## config.mk

```make
export PLATFORM = sky130hd
export DESIGN_NAME = thermal_pi_regulator_core
export DESIGN_NICKNAME = d
export VERILOG_FILES = /design/src/rtl/core/tpr_pkg.sv /design/src/rtl/core/tpr_serial_div.sv /design/src/rtl/core/thermal_pi_regulator_core.sv
export SDC_FILE = /design/constraint.sdc
export NUM_CORES = 1
export LEC_CHECK = 0
export BUFFER_PORTS_ARGS = -buffer_cell sky130_fd_sc_hd__buf_2
export CELL_PAD_IN_SITES_DETAIL_PLACEMENT = 0
export CELL_PAD_IN_SITES_GLOBAL_PLACEMENT = 2
export CORE_ASPECT_RATIO = 0.6
export CORE_MARGIN = 2
export CORE_UTILIZATION = 37
export DETAILED_ROUTE_END_ITERATION = 8
export PLACE_DENSITY = 0.85
export SKIP_CTS_REPAIR_TIMING = 1
export SLEW_MARGIN = 20
export SYNTH_ARGS = -nofsm -noshare
export SYNTH_HDL_FRONTEND = slang
export SYNTH_SLANG_ARGS = --single-unit
```

## constraint.sdc

```tcl
create_clock -name clock -period 6.5 [get_ports clock]
set_input_delay 0.975 -clock clock [delete_from_list [all_inputs] [get_ports clock]]
set_output_delay 0.975 -clock clock [all_outputs]
set_load 0.005 [all_outputs]
```

## src/rtl/core/tpr_pkg.sv

```systemverilog
// Shared widths, codes and register map of the thermal PI regulator.
// No dependencies; used by tpr_serial_div and thermal_pi_regulator_core.
`default_nettype none

package tpr_pkg;

   localparam int READING_BITS      = 12;
   localparam int MAX_FRAME_SAMPLES = 255;
   localparam int ACC_BITS          = 24;

   localparam int RD_FIELD_BITS = 12;
   localparam int SUM_BITS      = 20;
   localparam int CNT_BITS      = $clog2(MAX_FRAME_SAMPLES + 1);
   localparam int DCNT_BITS     = $clog2(SUM_BITS + 1);
   localparam int ERR_BITS      = SUM_BITS + 1;
   localparam int EACC_BITS     = ((ACC_BITS > ERR_BITS) ? ACC_BITS : ERR_BITS) + 1;
   localparam int GAIN_BITS     = 9;
   localparam int PROD_BITS     = EACC_BITS + GAIN_BITS;
   localparam int TARGET_BITS   = 12;
   localparam int DAC_BITS      = 10;
   localparam int AVG_BITS      = 12;
   localparam int ADDR_BITS     = 4;

   localparam logic [RD_FIELD_BITS-1:0] RD_MASK =
      RD_FIELD_BITS'((64'd1 << READING_BITS) - 64'd1);
   localparam logic [CNT_BITS-1:0] CNT_LAST = CNT_BITS'(MAX_FRAME_SAMPLES);

   localparam logic [1:0] FUNC_SAMPLE = 2'd0;
   localparam logic [1:0] FUNC_START  = 2'd1;
   localparam logic [1:0] FUNC_STOP   = 2'd2;

   localparam logic [1:0] PHASE_OFF = 2'd0;
   localparam logic [1:0] PHASE_PRE = 2'd1;
   localparam logic [1:0] PHASE_REG = 2'd2;

   localparam logic [1:0] REG_TARGET = 2'd0;
   localparam logic [1:0] REG_PGAIN  = 2'd1;
   localparam logic [1:0] REG_IGAIN  = 2'd2;
   localparam logic [1:0] REG_DACMAX = 2'd3;

   typedef struct packed {
      logic                start;
      logic [SUM_BITS-1:0] dividend;
      logic [CNT_BITS-1:0] divisor;
   } div_req_type;

endpackage

`default_nettype wire

```

## src/rtl/core/tpr_serial_div.sv

```systemverilog
// Restoring divider, one quotient bit per cycle: frame sum over sample count.
// Depends on tpr_pkg.
`default_nettype none

module tpr_serial_div (
   input  wire logic                         clock,
   input  wire logic                         reset,
   input  wire tpr_pkg::div_req_type         div_req,
   output logic                              done,
   output logic [tpr_pkg::SUM_BITS-1:0]      quotient
);

   logic                           busy_ff, busy_in;
   logic                           done_ff, done_in;
   logic [tpr_pkg::DCNT_BITS-1:0]  cnt_ff, cnt_in;
   logic [tpr_pkg::SUM_BITS-1:0]   quot_ff, quot_in;
   logic [tpr_pkg::CNT_BITS-1:0]   rem_ff, rem_in;
   logic [tpr_pkg::CNT_BITS-1:0]   div_ff, div_in;
   logic [tpr_pkg::CNT_BITS:0]     trial;
   logic [tpr_pkg::CNT_BITS:0]     diff;

   assign trial = {rem_ff, quot_ff[tpr_pkg::SUM_BITS-1]};
   assign diff  = trial - {1'b0, div_ff};

   always_comb begin
      busy_in = busy_ff;
      done_in = 1'b0;
      cnt_in  = cnt_ff;
      quot_in = quot_ff;
      rem_in  = rem_ff;
      div_in  = div_ff;
      if (div_req.start) begin
         busy_in = 1'b1;
         cnt_in  = tpr_pkg::DCNT_BITS'(tpr_pkg::SUM_BITS);
         quot_in = div_req.dividend;
         rem_in  = '0;
         div_in  = div_req.divisor;
      end else if (busy_ff) begin
         if (trial >= {1'b0, div_ff}) begin
            rem_in  = diff[tpr_pkg::CNT_BITS-1:0];
            quot_in = {quot_ff[tpr_pkg::SUM_BITS-2:0], 1'b1};
         end else begin
            rem_in  = trial[tpr_pkg::CNT_BITS-1:0];
            quot_in = {quot_ff[tpr_pkg::SUM_BITS-2:0], 1'b0};
         end
         cnt_in = cnt_ff - 1'b1;
         if (cnt_ff == tpr_pkg::DCNT_BITS'(1)) begin
            busy_in = 1'b0;
            done_in = 1'b1;
         end
      end
   end

   always_ff @(posedge clock) begin
      if (reset) begin
         busy_ff <= 1'b0;
         done_ff <= 1'b0;
         cnt_ff  <= '0;
      end else begin
         busy_ff <= busy_in;
         done_ff <= done_in;
         cnt_ff  <= cnt_in;
      end
      quot_ff <= quot_in;
      rem_ff  <= rem_in;
      div_ff  <= div_in;
   end

   assign done     = done_ff;
   assign quotient = quot_ff;

endmodule

`default_nettype wire

```

## src/rtl/core/thermal_pi_regulator_core.sv

```systemverilog
// Top level of the thermal PI regulator: stream channels, register port, sequencer.
// Depends on tpr_pkg and tpr_serial_div.
//
// Input channel req_: one item per reading or command. tuser carries func
// (0 sample, 1 start, 2 stop), tlast marks the last reading of a frame,
// tdata[11:0] the reading. Result channel rsp_: tdata holds dac_code,
// phase and frame_average. Start and stop give a result in the cycle after
// acceptance. A frame-ending sample runs the serial divider, one quotient
// bit at a time, and in regulation then the shared multiplier for the P
// and I terms; preheat skips the multiplier. Other samples give no result.
// One item is in work at a time; req_tready is low while the sequencer runs.
// The result sits in an output register; while the receiver stalls, a
// command or a frame-end result waits until it is taken.
// Reset puts the block off with empty frame sum, zero integral and register defaults.
// The user must write registers over the csr_ port while idle; not enforced by the block.
`default_nettype none

module thermal_pi_regulator_core (
   input  wire logic                            clock,
   input  wire logic                            reset,
   input  wire logic                            req_tvalid,
   output logic                                 req_tready,
   input  wire logic [15:0]                     req_tdata,  // reading[11:0], zero pad
   input  wire logic [1:0]                      req_tuser,  // func[1:0]
   input  wire logic                            req_tlast,  // frame_end
   output logic                                 rsp_tvalid,
   input  wire logic                            rsp_tready,
   output logic [23:0]                          rsp_tdata,  // dac_code[9:0], phase[11:10],
                                                            // frame_average[23:12]
   input  wire logic                            csr_psel,
   input  wire logic                            csr_penable,
   input  wire logic                            csr_pwrite,
   input  wire logic [tpr_pkg::ADDR_BITS-1:0]   csr_paddr,
   input  wire logic [31:0]                     csr_pwdata,
   output logic [31:0]                          csr_prdata,
   output logic                                 csr_pready
);

   typedef enum logic [2:0] {
      S_IDLE, S_DIV, S_EVAL, S_MULP, S_MULI, S_CLAMPI, S_SUM, S_OUT
   } state_type;

   localparam int SUM_W  = tpr_pkg::SUM_BITS;
   localparam int CNT_W  = tpr_pkg::CNT_BITS;
   localparam int ERR_W  = tpr_pkg::ERR_BITS;
   localparam int EACC_W = tpr_pkg::EACC_BITS;
   localparam int PROD_W = tpr_pkg::PROD_BITS;
   localparam int ACC_W  = tpr_pkg::ACC_BITS;
   localparam int DAC_W  = tpr_pkg::DAC_BITS;
   localparam int AVG_W  = tpr_pkg::AVG_BITS;
   localparam int TGT_W  = tpr_pkg::TARGET_BITS;
   localparam int GAIN_W = tpr_pkg::GAIN_BITS;

   localparam logic signed [EACC_W-1:0] ACC_HI = EACC_W'((64'sd1 <<< (ACC_W - 1)) - 64'sd1);
   localparam logic signed [EACC_W-1:0] ACC_LO = -ACC_HI - EACC_W'(1);

   state_type                    state_ff, state_in;
   logic [1:0]                   mode_ff, mode_in;
   logic [SUM_W-1:0]             sum_ff, sum_in;
   logic [CNT_W-1:0]             count_ff, count_in;
   logic signed [ACC_W-1:0]      acc_ff, acc_in;
   logic [SUM_W-1:0]             avg_ff, avg_in;
   logic signed [ERR_W-1:0]      err_ff, err_in;
   logic signed [EACC_W-1:0]     eacc_ff, eacc_in;
   logic signed [PROD_W-1:0]     prod_ff, prod_in;
   logic signed [DAC_W-1:0]      pterm_ff, pterm_in;
   logic signed [DAC_W-1:0]      iterm_ff, iterm_in;
   logic [DAC_W-1:0]             dac_ff, dac_in;
   logic                         rsp_valid_ff, rsp_valid_in;
   logic [DAC_W-1:0]             rsp_dac_ff, rsp_dac_in;
   logic [1:0]                   rsp_phase_ff, rsp_phase_in;
   logic [AVG_W-1:0]             rsp_avg_ff, rsp_avg_in;

   logic [TGT_W-1:0]             target_ff;
   logic signed [GAIN_W-1:0]     p_gain_ff;
   logic signed [GAIN_W-1:0]     i_gain_ff;
   logic [DAC_W-1:0]             dac_max_ff;

   tpr_pkg::div_req_type         div_req;
   logic                         div_done;
   logic [SUM_W-1:0]             div_quot;

   logic                         req_take;
   logic                         out_free;
   logic [SUM_W:0]               sum_wide;
   logic [SUM_W-1:0]             sum_next;
   logic [CNT_W-1:0]             count_next;
   logic [tpr_pkg::RD_FIELD_BITS-1:0] reading;
   logic signed [GAIN_W-1:0]     mul_a;
   logic signed [EACC_W-1:0]     mul_b;
   logic signed [PROD_W-1:0]     mul_p;
   logic signed [ERR_W-1:0]      err_calc;
   logic signed [DAC_W+1:0]      dac_sum;
   logic [1:0]                   csr_index;
   logic                         csr_write;

   function automatic logic signed [DAC_W-1:0] clamp_term(
      input logic signed [PROD_W-1:0] v,
      input logic [DAC_W-1:0]         dmax
   );
      logic signed [PROD_W-1:0] hi;
      logic signed [PROD_W-1:0] lo;
      hi = $signed(PROD_W'({1'b0, dmax[DAC_W-1:1]}));
      lo = -hi - PROD_W'(1);
      if (v > hi) begin
         clamp_term = hi[DAC_W-1:0];
      end else if (v < lo) begin
         clamp_term = lo[DAC_W-1:0];
      end else begin
         clamp_term = v[DAC_W-1:0];
      end
   endfunction

   tpr_serial_div u_div (
      .clock    (clock),
      .reset    (reset),
      .div_req  (div_req),
      .done     (div_done),
      .quotient (div_quot)
   );

   assign reading    = req_tdata[tpr_pkg::RD_FIELD_BITS-1:0] & tpr_pkg::RD_MASK;
   assign out_free   = !rsp_valid_ff || rsp_tready;
   assign req_tready = (state_ff == S_IDLE) && out_free;
   assign req_take   = req_tvalid && req_tready;

   assign sum_wide   = {1'b0, sum_ff} + (SUM_W + 1)'(reading);
   assign sum_next   = sum_wide[SUM_W] ? {SUM_W{1'b1}} : sum_wide[SUM_W-1:0];
   assign count_next = count_ff + 1'b1;

   assign err_calc = $signed({1'b0, avg_ff}) - $signed(ERR_W'(target_ff));

   assign mul_a = (state_ff == S_MULP) ? p_gain_ff : i_gain_ff;
   assign mul_b = (state_ff == S_MULP) ? {{(EACC_W - ERR_W){err_ff[ERR_W-1]}}, err_ff}
                                       : eacc_ff;
   assign mul_p = mul_a * mul_b;

   assign dac_sum = (DAC_W + 2)'(pterm_ff) + (DAC_W + 2)'(iterm_ff)
                  + $signed((DAC_W + 2)'(dac_max_ff[DAC_W-1:2]));

   always_comb begin
      state_in     = state_ff;
      mode_in      = mode_ff;
      sum_in       = sum_ff;
      count_in     = count_ff;
      acc_in       = acc_ff;
      avg_in       = avg_ff;
      err_in       = err_ff;
      eacc_in      = eacc_ff;
      prod_in      = prod_ff;
      pterm_in     = pterm_ff;
      iterm_in     = iterm_ff;
      dac_in       = dac_ff;
      rsp_valid_in = rsp_valid_ff;
      rsp_dac_in   = rsp_dac_ff;
      rsp_phase_in = rsp_phase_ff;
      rsp_avg_in   = rsp_avg_ff;
      div_req      = '{start: 1'b0, dividend: sum_next, divisor: count_next};

      if (rsp_valid_ff && rsp_tready) begin
         rsp_valid_in = 1'b0;
      end

      case (state_ff)
         S_IDLE: begin
            if (req_take) begin
               case (req_tuser)
                  tpr_pkg::FUNC_START, tpr_pkg::FUNC_STOP: begin
                     mode_in      = (req_tuser == tpr_pkg::FUNC_START) ? tpr_pkg::PHASE_PRE
                                                                      : tpr_pkg::PHASE_OFF;
                     sum_in       = '0;
                     count_in     = '0;
                     rsp_valid_in = 1'b1;
                     rsp_dac_in   = (req_tuser == tpr_pkg::FUNC_START) ? dac_max_ff : '0;
                     rsp_phase_in = mode_in;
                     rsp_avg_in   = '0;
                  end
                  tpr_pkg::FUNC_SAMPLE: begin
                     if (mode_ff != tpr_pkg::PHASE_OFF) begin
                        if (req_tlast || count_next == tpr_pkg::CNT_LAST) begin
                           div_req.start = 1'b1;
                           sum_in        = '0;
                           count_in      = '0;
                           state_in      = S_DIV;
                        end else begin
                           sum_in   = sum_next;
                           count_in = count_next;
                        end
                     end
                  end
                  default: begin
                  end
               endcase
            end
         end
         S_DIV: begin
            if (div_done) begin
               avg_in   = div_quot;
               state_in = S_EVAL;
            end
         end
         S_EVAL: begin
            err_in  = err_calc;
            eacc_in = EACC_W'(err_calc) + EACC_W'(acc_ff);
            if (mode_ff == tpr_pkg::PHASE_PRE) begin
               if (avg_ff <= SUM_W'(target_ff)) begin
                  mode_in = tpr_pkg::PHASE_REG;
                  acc_in  = '0;
               end
               dac_in   = dac_max_ff;
               state_in = S_OUT;
            end else begin
               state_in = S_MULP;
            end
         end
         S_MULP: begin
            prod_in  = mul_p;
            state_in = S_MULI;
         end
         S_MULI: begin
            pterm_in = clamp_term(prod_ff, dac_max_ff);
            prod_in  = mul_p;
            state_in = S_CLAMPI;
         end
         S_CLAMPI: begin
            iterm_in = clamp_term(prod_ff, dac_max_ff);
            state_in = S_SUM;
         end
         S_SUM: begin
            if (dac_sum < 0) begin
               dac_in = '0;
            end else if (dac_sum > $signed((DAC_W + 2)'(dac_max_ff))) begin
               dac_in = dac_max_ff;
            end else begin
               dac_in = dac_sum[DAC_W-1:0];
            end
            if (eacc_ff > ACC_HI) begin
               acc_in = ACC_HI[ACC_W-1:0];
            end else if (eacc_ff < ACC_LO) begin
               acc_in = ACC_LO[ACC_W-1:0];
            end else begin
               acc_in = eacc_ff[ACC_W-1:0];
            end
            state_in = S_OUT;
         end
         S_OUT: begin
            if (out_free) begin
               rsp_valid_in = 1'b1;
               rsp_dac_in   = dac_ff;
               rsp_phase_in = mode_ff;
               rsp_avg_in   = (avg_ff > SUM_W'({AVG_W{1'b1}})) ? {AVG_W{1'b1}}
                                                               : avg_ff[AVG_W-1:0];
               state_in     = S_IDLE;
            end
         end
         default: begin
            state_in = S_IDLE;
         end
      endcase
   end

   always_ff @(posedge clock) begin
      if (reset) begin
         state_ff     <= S_IDLE;
         mode_ff      <= tpr_pkg::PHASE_OFF;
         sum_ff       <= '0;
         count_ff     <= '0;
         acc_ff       <= '0;
         rsp_valid_ff <= 1'b0;
      end else begin
         state_ff     <= state_in;
         mode_ff      <= mode_in;
         sum_ff       <= sum_in;
         count_ff     <= count_in;
         acc_ff       <= acc_in;
         rsp_valid_ff <= rsp_valid_in;
      end
      avg_ff       <= avg_in;
      err_ff       <= err_in;
      eacc_ff      <= eacc_in;
      prod_ff      <= prod_in;
      pterm_ff     <= pterm_in;
      iterm_ff     <= iterm_in;
      dac_ff       <= dac_in;
      rsp_dac_ff   <= rsp_dac_in;
      rsp_phase_ff <= rsp_phase_in;
      rsp_avg_ff   <= rsp_avg_in;
   end

   assign csr_index  = csr_paddr[3:2];
   assign csr_write  = csr_psel && csr_penable && csr_pwrite && csr_pready;
   assign csr_pready = 1'b1;

   always_ff @(posedge clock) begin
      if (reset) begin
         target_ff  <= TGT_W'(200);
         p_gain_ff  <= GAIN_W'(1);
         i_gain_ff  <= GAIN_W'(1);
         dac_max_ff <= DAC_W'(1023);
      end else if (csr_write) begin
         case (csr_index)
            tpr_pkg::REG_TARGET: target_ff  <= csr_pwdata[TGT_W-1:0];
            tpr_pkg::REG_PGAIN:  p_gain_ff  <= csr_pwdata[GAIN_W-1:0];
            tpr_pkg::REG_IGAIN:  i_gain_ff  <= csr_pwdata[GAIN_W-1:0];
            tpr_pkg::REG_DACMAX: dac_max_ff <= csr_pwdata[DAC_W-1:0];
            default: begin
            end
         endcase
      end
   end

   always_comb begin
      case (csr_index)
         tpr_pkg::REG_TARGET: csr_prdata = 32'(target_ff);
         tpr_pkg::REG_PGAIN:  csr_prdata = 32'($unsigned(p_gain_ff));
         tpr_pkg::REG_IGAIN:  csr_prdata = 32'($unsigned(i_gain_ff));
         tpr_pkg::REG_DACMAX: csr_prdata = 32'(dac_max_ff);
         default:             csr_prdata = '0;
      endcase
   end

   assign rsp_tvalid = rsp_valid_ff;
   assign rsp_tdata  = {rsp_avg_ff, rsp_phase_ff, rsp_dac_ff};

endmodule

`default_nettype wire

```

== After elaboration in Yosys (flattened, before gate mapping) ==
Cells that the tools add are included.

* $add $sub $neg: 10
* $mul: 1
* Bitwise operators: 1
* Magnitude comparators: 9
* Reductions and logical operators: 32
* Muxes and demuxes: 67
* Equality and inequality tests: 25

{| class="wikitable"
|+ Operators by type and width
! cell !! count
|-
| $pmux 32 s4 || 1
|-
| $mux 20 || 5
|-
| $mux 24 || 4
|-
| $mux 10 || 9
|-
| $mux 12 || 4
|-
| $pmux 24 s2 || 1
|-
| $pmux 10 s2 || 2
|-
| $pmux 20 s2 || 1
|-
| $gt 34x10->1 || 1
|-
| $lt 34x34->1 || 1
|-
| $mul 9x25->34 || 1
|-
| $neg 9->34 || 1
|-
| $sub 34x2->34 const B || 1
|-
| $add 21x24->25 || 1
|-
| $gt 25x24->1 const B || 1
|-
| $lt 25x24->1 const B || 1
|-
| $mux 25 || 1
|-
| $mux 8 || 3
|-
| $pmux 12 s2 || 1
|-
| $pmux 3 s8 || 1
|-
| $add 20x12->21 || 1
|-
| $mux 3 || 7
|-
| $sub 20x12->21 || 1
|-
| $gt 20x12->1 const B || 1
|-
| other kinds (39) || 94
|}

* Output and inout bits: 59
* Input bits: 62
* Flip-flop bits (word level): 295

== Longest topological paths before layout ==
* Word-level depth: 9
* Depth in mapped cells: 28
* Gate-level depth less buffers: 26

== By module ==
A second synthesis with hierarchy kept.

* Cells, all modules: 2,378
* Area, all modules: 23,258.6 um^2

{| class="wikitable"
|+ By module, submodules not included
! module !! times used !! area each (um^2) !! sequential area each (um^2) !! cells an instance
|-
| thermal_pi_regulator_core || 1 || 21,007.6 || 6,586.3 || 2,183
|-
| tpr_serial_div || 1 || 2,250.9 || 1,141.1 || 195
|}

== Worst setup path after synthesis ==
No wires, ideal clock.

* Path kind: reg2reg
* Start: reg state_ff[1]
* End: reg prod_ff[24] (data pin)
* Path slack: 0.049 ns
* Data required time: 6.241 ns
* Arrival: 6.192 ns
* Stages on the path, launching flop included: 25
* Library setup time: 0.259 ns
* Clock period less this slack: 6.451 ns
* Path through: dfxtp_1 clkbuf_1 nand3_1 buf_2 buf_1 clkbuf_1 mux2i_1 nor2_1 fa_1 inv_1 fa_1 fa_1 fa_1 inv_1 fa_1 ha_1 a21oi_1 nand2_1 o21ai_1 o22ai_1 a311o_1 a21o_1 a21o_1 a21oi_1 xnor2_1

* Longest elaborated chain between the ends: 3

{| class="wikitable"
|+ RTL lines
! what !! line !! text
|-
| from (decl) || thermal_pi_regulator_core.sv:57 || <nowiki>state_type state_ff, state_in;</nowiki>
|-
| from (signal assigned) || thermal_pi_regulator_core.sv:271 || <nowiki>state_ff <= state_in;</nowiki>
|-
| $eq 3x2->1 * || thermal_pi_regulator_core.sv:133, thermal_pi_regulator_core.sv:134 ||
|-
| $mux 9 or $mux 25 (tied branches) || thermal_pi_regulator_core.sv:133, thermal_pi_regulator_core.sv:134 ||
|-
| $mul 9x25->34 * || thermal_pi_regulator_core.sv:136 || <nowiki>assign mul_p = mul_a * mul_b;</nowiki>
|-
| net mul_p[24] || thermal_pi_regulator_core.sv:91 || <nowiki>logic signed [PROD_W-1:0] mul_p;</nowiki>
|-
| to (signal assigned) || thermal_pi_regulator_core.sv:281 || <nowiki>prod_ff <= prod_in;</nowiki>
|-
| to (decl) || thermal_pi_regulator_core.sv:65 || <nowiki>logic signed [PROD_W-1:0] prod_ff, prod_in;</nowiki>
|}

Mark *: on every way through the listed nets, which the timed path passes. The rest lies on a longest branch.
A chain may end at the register's enable or synchronous reset.

== Final worst setup path ==
* Start: reg state_ff[2]
* End: reg prod_ff[24] (data pin)

The elaborated chain is that of the path after synthesis.

==> load_flow_metrics.sql <==
INSERT INTO impl_metrics (metric_group, metric, value, unit) VALUES
('setup_path', 'criticalPathCategory', 'flop to flop', ''),
('drt', 'drt-initial-drc-count', '1614', ''),
('power_and_ir_drop', 'ir_worst_vdd', '210.9', 'µV'),
('global_route', 'grt_first_pass_wirelength', '96.32', 'mm'),
('setup_path', 'cp.arrival', '6.55', 'ns'),
('cts', 'clock_tree.buffer_depth', '3', ''),
('placement', 'placement.cell_area', '0.02445', 'mm²'),
('setup_path', 'crit_family', 'adder cells', ''),
('power_and_ir_drop', 'power.static_leakage', '11.29', 'nW'),
('global_route', 'grt_start_max_net_pins', '48', ''),
('setup_path', 'r2r.worst_path.cells', '21', ''),
('setup_path', 'critPathMaxFanout', '21', ''),
('logic_synthesis', 'synth.yosys.seq_area_share', '33.71', '%'),
('setup_path', 'cpMaxStageDelayCell', 'fa_1', ''),
('min_path', 'hold-path-cell-count', '2', ''),
('drt', 'via_count', '17160', ''),
('cts', 'clkSinkCount', '295', ''),
('setup_path', 'slowest_delay', '0.54', 'ns'),
('logic_synthesis', 'synth_cell_type_count', '81', ''),
('cts', 'cts_tree', 'yes', ''),
('sta', 'period_share', '95.73', '%'),
('logic_synthesis', 'post_synth.cell_area_avg', '9.693', 'µm²'),
('global_route', 'globalRouteOverflowTotal', '0', ''),
('logic_synthesis', 'synth-edff-count', '182', ''),
('logic_synthesis', 'postSynthCellCount', '2365', ''),
('drt', 'highest-signal-layer', 'met5', ''),
('drt', 'detail_route.drc_violations', '0', ''),
('sta', 'max_clock_freq', '0.1607', 'GHz'),
('setup_path', 'critical-path-top-cell-by-count', 'fa_1', ''),
('outcome', 'status', 'complete, no violations', ''),
('cts', 'cts_root_buf', 'clkbuf_16', ''),
('drt', 'postRouteWirelength', '61.47', 'mm'),
('setup_path', 'timing.critical_path.buf_inv', '3', ''),
('drt', 'wl_met3', '4.680', 'mm'),
('drt', 'drt-pass1-iter-count', '5', ''),
('min_path', 'worstHoldPathType', 'flop to flop', ''),
('finish', 'final_layout_size_suffix_gt1_share', '9.911', '%'),
('finish', 'multi_input_comb_area', '0.01419', 'mm²'),
('drt', 'antenna_left', '0', ''),
('drt', 'route.detailed.wl_per_inst', '18.63', 'µm'),
('floorplan', 'die_width', '325.3', 'µm'),
('sta', 'worst_slew_pin_slew', '1.110', 'ns'),
('setup_path', 'end_kind', 'flop', ''),
('logic_synthesis', 'ys_ff_latch', '295', ''),
('drt', 'vias_per_cell', '5.200', ''),
('logic_synthesis', 'synth.yosys.warnings', '0', ''),
('cts', 'htree_num_levels', '1', ''),
('finish', 'finish.net_count', '2877', ''),
('logic_synthesis', 'ys_async_sr_fraction', '0', '%'),
('drt', 'wl_met1', '32.46', 'mm'),
('power_and_ir_drop', 'powerDensity', '168.1', 'mW/mm²'),
('floorplan', 'pin_count', '121', ''),
('power_and_ir_drop', 'p_total', '4.310', 'mW'),
('floorplan', 'die_area', '0.06403', 'mm²'),
('floorplan', 'num_rows', '70', ''),
('setup_path', 'worst_ep_required_time', '6.82', 'ns'),
('logic_synthesis', 'dominantRegCellSynth', 'edfxtp_1', ''),
('sta', 'finalSetupViolCount', '0', ''),
('logic_synthesis', 'synth_area', '0.02292', 'mm²'),
('placement', 'gp_routability_congestion', '0.9285', ''),
('drt', 'dr_wl_met2', '23.50', 'mm'),
('cts', 'clk-insertion-delay-late', '0.60', 'ns'),
('finish', 'diodes', '0', ''),
('global_route', 'track_usage', '19.00', '%'),
('finish', 'area.growth.synth_to_final', '11.82', '%'),
('global_route', 'antenna_found_initial', '2', ''),
('finish', 'fillers', '5958', ''),
('placement', 'io_buffers', '73', ''),
('cts', 'cts_buffers', '30', ''),
('placement', 'dp_hpwl', '48.66', 'mm'),
('setup_path', 'crit_chain', 'inv_1, nand3_4, buf_16, mux2i_1, or2_2, fa_1, fa_1, fa_1, fa_1, inv_1, fa_1, ha_1, a21oi_2, nand2_1, o21ai_1, o22ai_1, a311o_1, a21o_1, a21o_1, a21oi_1, xnor2_1', '');
==> area by class of cell <==
type | instances | area share [%]
clock buffer | 41 | 3.177
clock inverter | 15 | 0.8737
inverter | 196 | 2.885
multi-input combinational | 1791 | 55.37
sequential | 295 | 30.14
tap | 828 | 4.041
timing repair buffer | 134 | 3.509
==> cell usage in the layout, fill, tap and decap left out, types with 36 or more instances in the layout <==
master / count
xor2_1: 37
buf_2: 73
dfxtp_1: 113
fa_1: 195
edfxtp_1: 182
o21ai_0: 36
nand3_1: 40
xnor2_1: 62
a21oi_1: 99
buf_4: 52
inv_1: 194
nor2_1: 296
mux2i_1: 50
o21ai_1: 46
ha_1: 172
nand2_1: 324
==> cells in the mapped netlist, types with 17 or more instances <==
| cell | instances | area [µm²] |
|---|---|---|
| ha_1 | 172 | 2152 |
| fa_1 | 195 | 3904 |
| nor2b_1 | 27 | 168.9 |
| o21ai_0 | 37 | 185.2 |
| mux2i_1 | 57 | 570.6 |
| nand3_1 | 42 | 210.2 |
| nand2_1 | 327 | 1227 |
| o211ai_1 | 17 | 127.6 |
| nand2b_1 | 21 | 131.4 |
| a21oi_1 | 103 | 515.5 |
| edfxtp_1 | 182 | 5465 |
| clkbuf_1 | 62 | 232.7 |
| xor2_1 | 37 | 324.1 |
| o21ai_1 | 46 | 230.2 |
| o21a_1 | 20 | 150.1 |
| dfxtp_1 | 113 | 2262 |
| buf_4 | 23 | 172.7 |
| a31oi_1 | 32 | 200.2 |
| a22o_1 | 25 | 219.0 |
| nor3_1 | 34 | 170.2 |
| xnor2_1 | 62 | 543.0 |
| a21o_1 | 34 | 255.2 |
| inv_1 | 194 | 728.2 |
| nor2_1 | 300 | 1126 |
==> cells by family (layout without fill, tap and decap cells) <==
family / count (synthesis) / count (layout) / share of synthesized area (%)
AOI/OAI and AO/OA: 394 / 394 / 11.15
xor gates and xnor gates: 101 / 101 / 3.924
adders and majority gates: 367 / 367 / 26.42
buffers and inverters: 298 / 386 / 5.332
DFF: 295 / 295 / 33.71
muxes: 66 / 66 / 3.373
other: 2 / 21 / 0.03276
and+or+nand+nor: 842 / 842 / 16.06
==> worst paths after layout <==
kind	end	startpoint	slack, ns
setup / recovery	prod_ff[24]	state_ff[2]	0.28
setup reg to reg	prod_ff[24]	state_ff[2]	0.28
hold reg to reg	acc_ff[0]	acc_ff[0]	0.45
hold / removal	acc_ff[0]	acc_ff[0]	0.45
==> state kept, by name, summed over array words and instances (netlist names), 8 cells and up <==
name	flops
prod_ff	34
eacc_ff	25
acc_ff	24
err_ff	21
avg_ff	20
sum_ff	20
u_div.quotient	20
rsp_avg_ff	12
target_ff	12
dac_ff	10
dac_max_ff	10
iterm_ff	10
pterm_ff	10
rsp_dac_ff	10
i_gain_ff	9
p_gain_ff	9
count_ff	8
u_div.div_ff	8
u_div.rem_ff	8
==> routing by layer <==
layer / GRT usage (%) / up-vias
met3: 3.704 / 61
met5: 0 / -
li1: - / 8187
met4: 2.864 / 2
met1: 31.14 / 8386
met2: 25.55 / 523
==> worst min-delay path, delay by kind of cell (launching register included) <==
kind,cells,cell delay (ns)
AND/OR/NAND/NOR,1,0.05
AO/OA/AOI/OAI,1,0.05
flip-flops,1,0.31
==> where the power goes <==
group / total (mW) / internal (mW) / switching (mW)
logic: 0.415 / 0.170 / 0.244
clock network: 1.88 / 1.08 / 0.795
registers: 2.02 / 2.00 / 0.0182
==> metrics by stage <==
step	std cells	util, %	hold WS [ns]	setup WS (ns)
2_1_floorplan	2384	-	0.4262	0.04901
3_3_place_gp	3243	40.05	0.4356	0.2179
3_5_place_dp	3243	40.05	0.4438	0.2137
4_1_cts	3299	41.75	0.4573	0.1818
5_1_grt	3300	41.99	0.4780	-0.001500
6_report	3300	41.99	0.4543	0.2779
Power figures use the tool's default switching activity.
